--- config.mk ---
export PLATFORM = sky130hd
export DESIGN_NAME = gbi_ram
export DESIGN_NICKNAME = d
export VERILOG_FILES = /design/src/hw/rtl/gbi_ram.sv
export SDC_FILE = /design/constraint.sdc
export NUM_CORES = 1
export LEC_CHECK = 0
export BUFFER_PORTS_ARGS = -buffer_cell sky130_fd_sc_hd__clkbuf_2
export CELL_PAD_IN_SITES_DETAIL_PLACEMENT = 0
export CELL_PAD_IN_SITES_GLOBAL_PLACEMENT = 1
export CORE_ASPECT_RATIO = 0.9
export CORE_UTILIZATION = 53
export DETAILED_ROUTE_END_ITERATION = 7
export PLACE_DENSITY_LB_ADDON = 0.05
export SYNTH_ARGS = -nofsm -noshare
export SYNTH_HDL_FRONTEND = slang
export SYNTH_SLANG_ARGS = --single-unit
--- constraint.sdc ---
create_clock -name clk -period 2.13 [get_ports clk]
set_input_delay 0.213 -clock clk [delete_from_list [all_inputs] [get_ports clk]]
set_output_delay 0.213 -clock clk [all_outputs]
set_load 0.02 [all_outputs]
--- src/hw/rtl/gbi_ram.sv ---
// Generic single write, single registered read RAM.
`default_nettype none
module gbi_ram #(
  parameter int WIDTH = 8,
  parameter int DEPTH = 16
) (
  input  logic                     clk,
  input  logic                     we,
  input  logic [$clog2(DEPTH)-1:0] waddr,
  input  logic [WIDTH-1:0]         wdata,
  input  logic                     re,
  input  logic [$clog2(DEPTH)-1:0] raddr,
  output logic [WIDTH-1:0]         rdata
);

  logic [WIDTH-1:0] mem [DEPTH];

  always_ff @(posedge clk) begin
    if (we) begin
      mem[waddr] <= wdata;
    end
    if (re) begin
      rdata <= mem[raddr];
    end
  end

endmodule
`default_nettype wire

# [Word level (Yosys, flattened, before mapping)]
# Memories as Yosys holds them, arrays and structs flattened. A register that Yosys moved wholly into a read port is not among the register bits.
# Cells that the tools add are included.
[classes] add_sub_neg=0 mul=0 div_mod_pow=0 order_cmp=0 eq_ne=0 shift=0 n_mux=2 bitwise_logic=0 reduce_logical=0
[ops] cell="$mux 1" count=2
[word_totals] register_bits=0 latchBits=0 ram_bits=128 mem_bits_ro=0 input_bits=19 output_inout_bits=8 wordCells=3 n_memories=1
[memory_table] name="mem" words=16 word_bits=8 rd=1 rd_clocked_by_memory_dff=1 write_ports=1 line_no="16" source="logic [WIDTH-1:0] mem [DEPTH];"

# [Logic depth before layout (Yosys ltp)]
[logic_depth] ltp_word=2 mapped_depth=5 mapped_depth_nobuf=3

# [Worst setup path after synthesis]
# Ideal clock, no wire load.
[synth_path] path_type="input to register" start="input port waddr[2]" end="memory mem[0][0] (enable)" setup_time_ns=0.383 arrival_ns=1.323 t_required_ns=1.747 slack_ns=0.424 path_stages=2 path_buffers=0 cell_sequence="or3b_2 -> nor3_1"
[synth_lines] item="from (decl)" line_no="9" source="input logic [$clog2(DEPTH)-1:0] waddr,"
[synth_lines] item="to (decl)" line_no="16"
# No word-level cell before the write port.

==> flow_summary.yaml <==
global_route:
  overflow: 0
  grt_pass1_wl_um: 14800
  grt_usage: 0.216
  grt_max_degree: 17
  antenna_found_initial: 0
  grt_pass1_vias: 2509
floorplanning:
  core_sq_mm: 0.00961
  initial_core_util: 0.544
  die_w_um: 107
  num_io_pins: 27
  die_area_sq_mm: 0.0103
  num_rows: 34
  fp.dieH_um: 96.2
cts:
  cts_tree: "yes"
  clk_pin_slew_ps: 60
  hold_buffers: 0
  ctsHtreeMaxLevel: 4
  clock_path_buffers: 2
  ctsResizeCount: 0
  root_buffer: "clkbuf_8"
  cts.sinks: 136
  tritoncts.num_buffers: 17
  insertion_delay_ps: 510
  postCtsSetupRepairBufs: 0
yosys:
  synth.distinct_cells: 18
  async_reset_ff_frac: 0
  postSynthAreaPerCell_sq_um: 22.8
  synth-seq-cells: 136
  synth_flop_cell: "edfxtp_1"
  ys_warn_count: 0
  synth_area_sq_mm: 0.00523
  synth_edf_count: 136
  synth_seq_area_share: 0.781
  synth_fp_nets: 248
  synthCells: 229
timing:
  setup_viol_count_final: 0
  worstMarginPinSlew_ps: 462
  maxSlewViolCount: 0
  hold_violations: 0
  slew_headroom: 0.692
  setup-tns-final_ps: 0
  max_freq_mhz: 673
  min_period_ps: 1490
  fin_ws_ps: 644
  final.period_utilization: 0.697
  fin_skew_ps: 8.33
  rsz0062_at_grt: "no"
placed_design:
  pre_cts_ws_ps: 273
  numPortBuffers: 26
  gp_congestion: 0.723
  dpl.cell_count: 395
  hpwl_um: 6350
pwr:
  p_clk_frac: 0.443
  seqPwrFrac: 0.507
  p_sw_frac: 0.215
  switchingPower_uw: 1280
  power.internal_uw: 4690
  cellLeakagePower_uw: 0.00210
  combPwrFrac: 0.050
  irDropWorstVdd_mv: 0.603
  pwr_density_cell_mw_per_mm2: 967
worst_setup_path:
  critPathArrivalTime_ps: 1750
  crit_fanout: 1
  path_class: "register to register"
  endpoint_kind: "register"
  crit_path_start_kind: "register"
  crit_required_ps: 2390
cells_and_area:
  drive_gt1_frac: 0.329
  nets: 307
  layout.cells.non_filler: 427
  n_antenna_cell: 0
  syn2layout_area_growth_pct: 18.2
  post-route-util: 0.643
flow_run:
  maxCapViolations: 0
detailed_routing:
  route.detailed.drc: 1
  via_per_inst: 5.85
  firstDrtPassIters: 6
  routed_wl_um: 10000
  drt_iter0_drc: 129
  postRouteAntennaNets: 0
  vias: 2499
  wl_per_cell_um: 23.5
run_status:
  violations: "DRC"
  outcome: "finished with violations"
min_path:
  hold_path.class: "primary input to register"
logic make-up after synthesis:
logic type             Yosys count  synth area share
muxes                           32             0.148
DFF                            136             0.781
AOI/OAI and AO/OA               16            0.0230
buffers and inverters           10            0.0165
and+or+nand+nor                 35            0.0314
stage by stage:
stage / hold WS (ps) / power (uW) / instance area [sq um]
floorplan: 312 / 3250 / 5230
global placement: 638 / 3380 / 5630
detailed placement: 642 / 3390 / 5630
CTS: 95.0 / 6040 / 6180
global route: 103 / 6160 / 6180
finish: 114 / 5980 / 6180
critical path, cell delays in order (launching register included):
cell,delay [ps]
edfxtp_1,350
mux4_2,520
a22oi_1,280
nand2_1,80
sequential cells by signal, indices dropped and copies added, names as in the netlist:
register  flops
rdata         8
mem         128
worst paths after layout:
kind / from / to / slack, ps / depth (start not counted)
max: mem[7][7] / rdata[7] / 640 / 3
min: re / rdata[2] / 110 / 1
min reg2reg: mem[15][5] / rdata[5] / 740 / 3
max reg2reg: mem[7][7] / rdata[7] / 640 / 3
layout make-up:
cell class / instances / area, sq um
flip-flops and latches: 136 / 4080
multi-input cells: 83 / 1060
well taps: 126 / 158
fillers: 708 / 3430
repair buffers: 50 / 335
clock inverters: 13 / 124
clock buffers: 19 / 422
cell usage after synthesis, drive strengths merged, types with 2 or more instances:
master,number,area share
a22oi,16,0.023
buf,7,0.011
clkdlybuf4s25,3,0.0057
edfxtp,136,0.78
mux4,32,0.15
nand2,9,0.0065
nand2b,2,0.0024
nand3b,2,0.0029
nor2,13,0.0093
nor3,4,0.0038
power by group through the flow:
stage | registers (uW) | logic (uW) | clock network (uW)
final | 3030 | 297 | 2650
after global routing | 3040 | 320 | 2810
after floorplan | 3100 | 152 | 0
after CTS | 3030 | 301 | 2710
after detailed placement | 3090 | 301 | 0
after global placement | 3090 | 298 | 0
per-layer routing:
metal  wire length (um)  track usage  up-vias  part of all wire
li1                   -            -     1099                 -
met1               4640        0.297     1311              0.46
met2               4810        0.323       75              0.48
met3                428       0.0650       14             0.043
met4                167       0.0947        0             0.017
met5                  0            0        -                 0
cells in the final DEF (no fill, tap or decap), drive strengths merged:
master,netlist,layout
and2,1,1
nand3,1,1
nor2,13,13
nand3b,2,2
nand2b,2,2
nor3,4,4
clkinv,0,4
bufinv,0,1
nand2,9,9
inv,0,2
clkinvlp,0,6
a22oi,16,16
edfxtp,136,136
nor2b,1,1
and2b,1,1
or3b,1,1
mux4,32,32
buf,7,24
clkbuf,0,45
No activity file was read; power rests on OpenSTA's default activity.
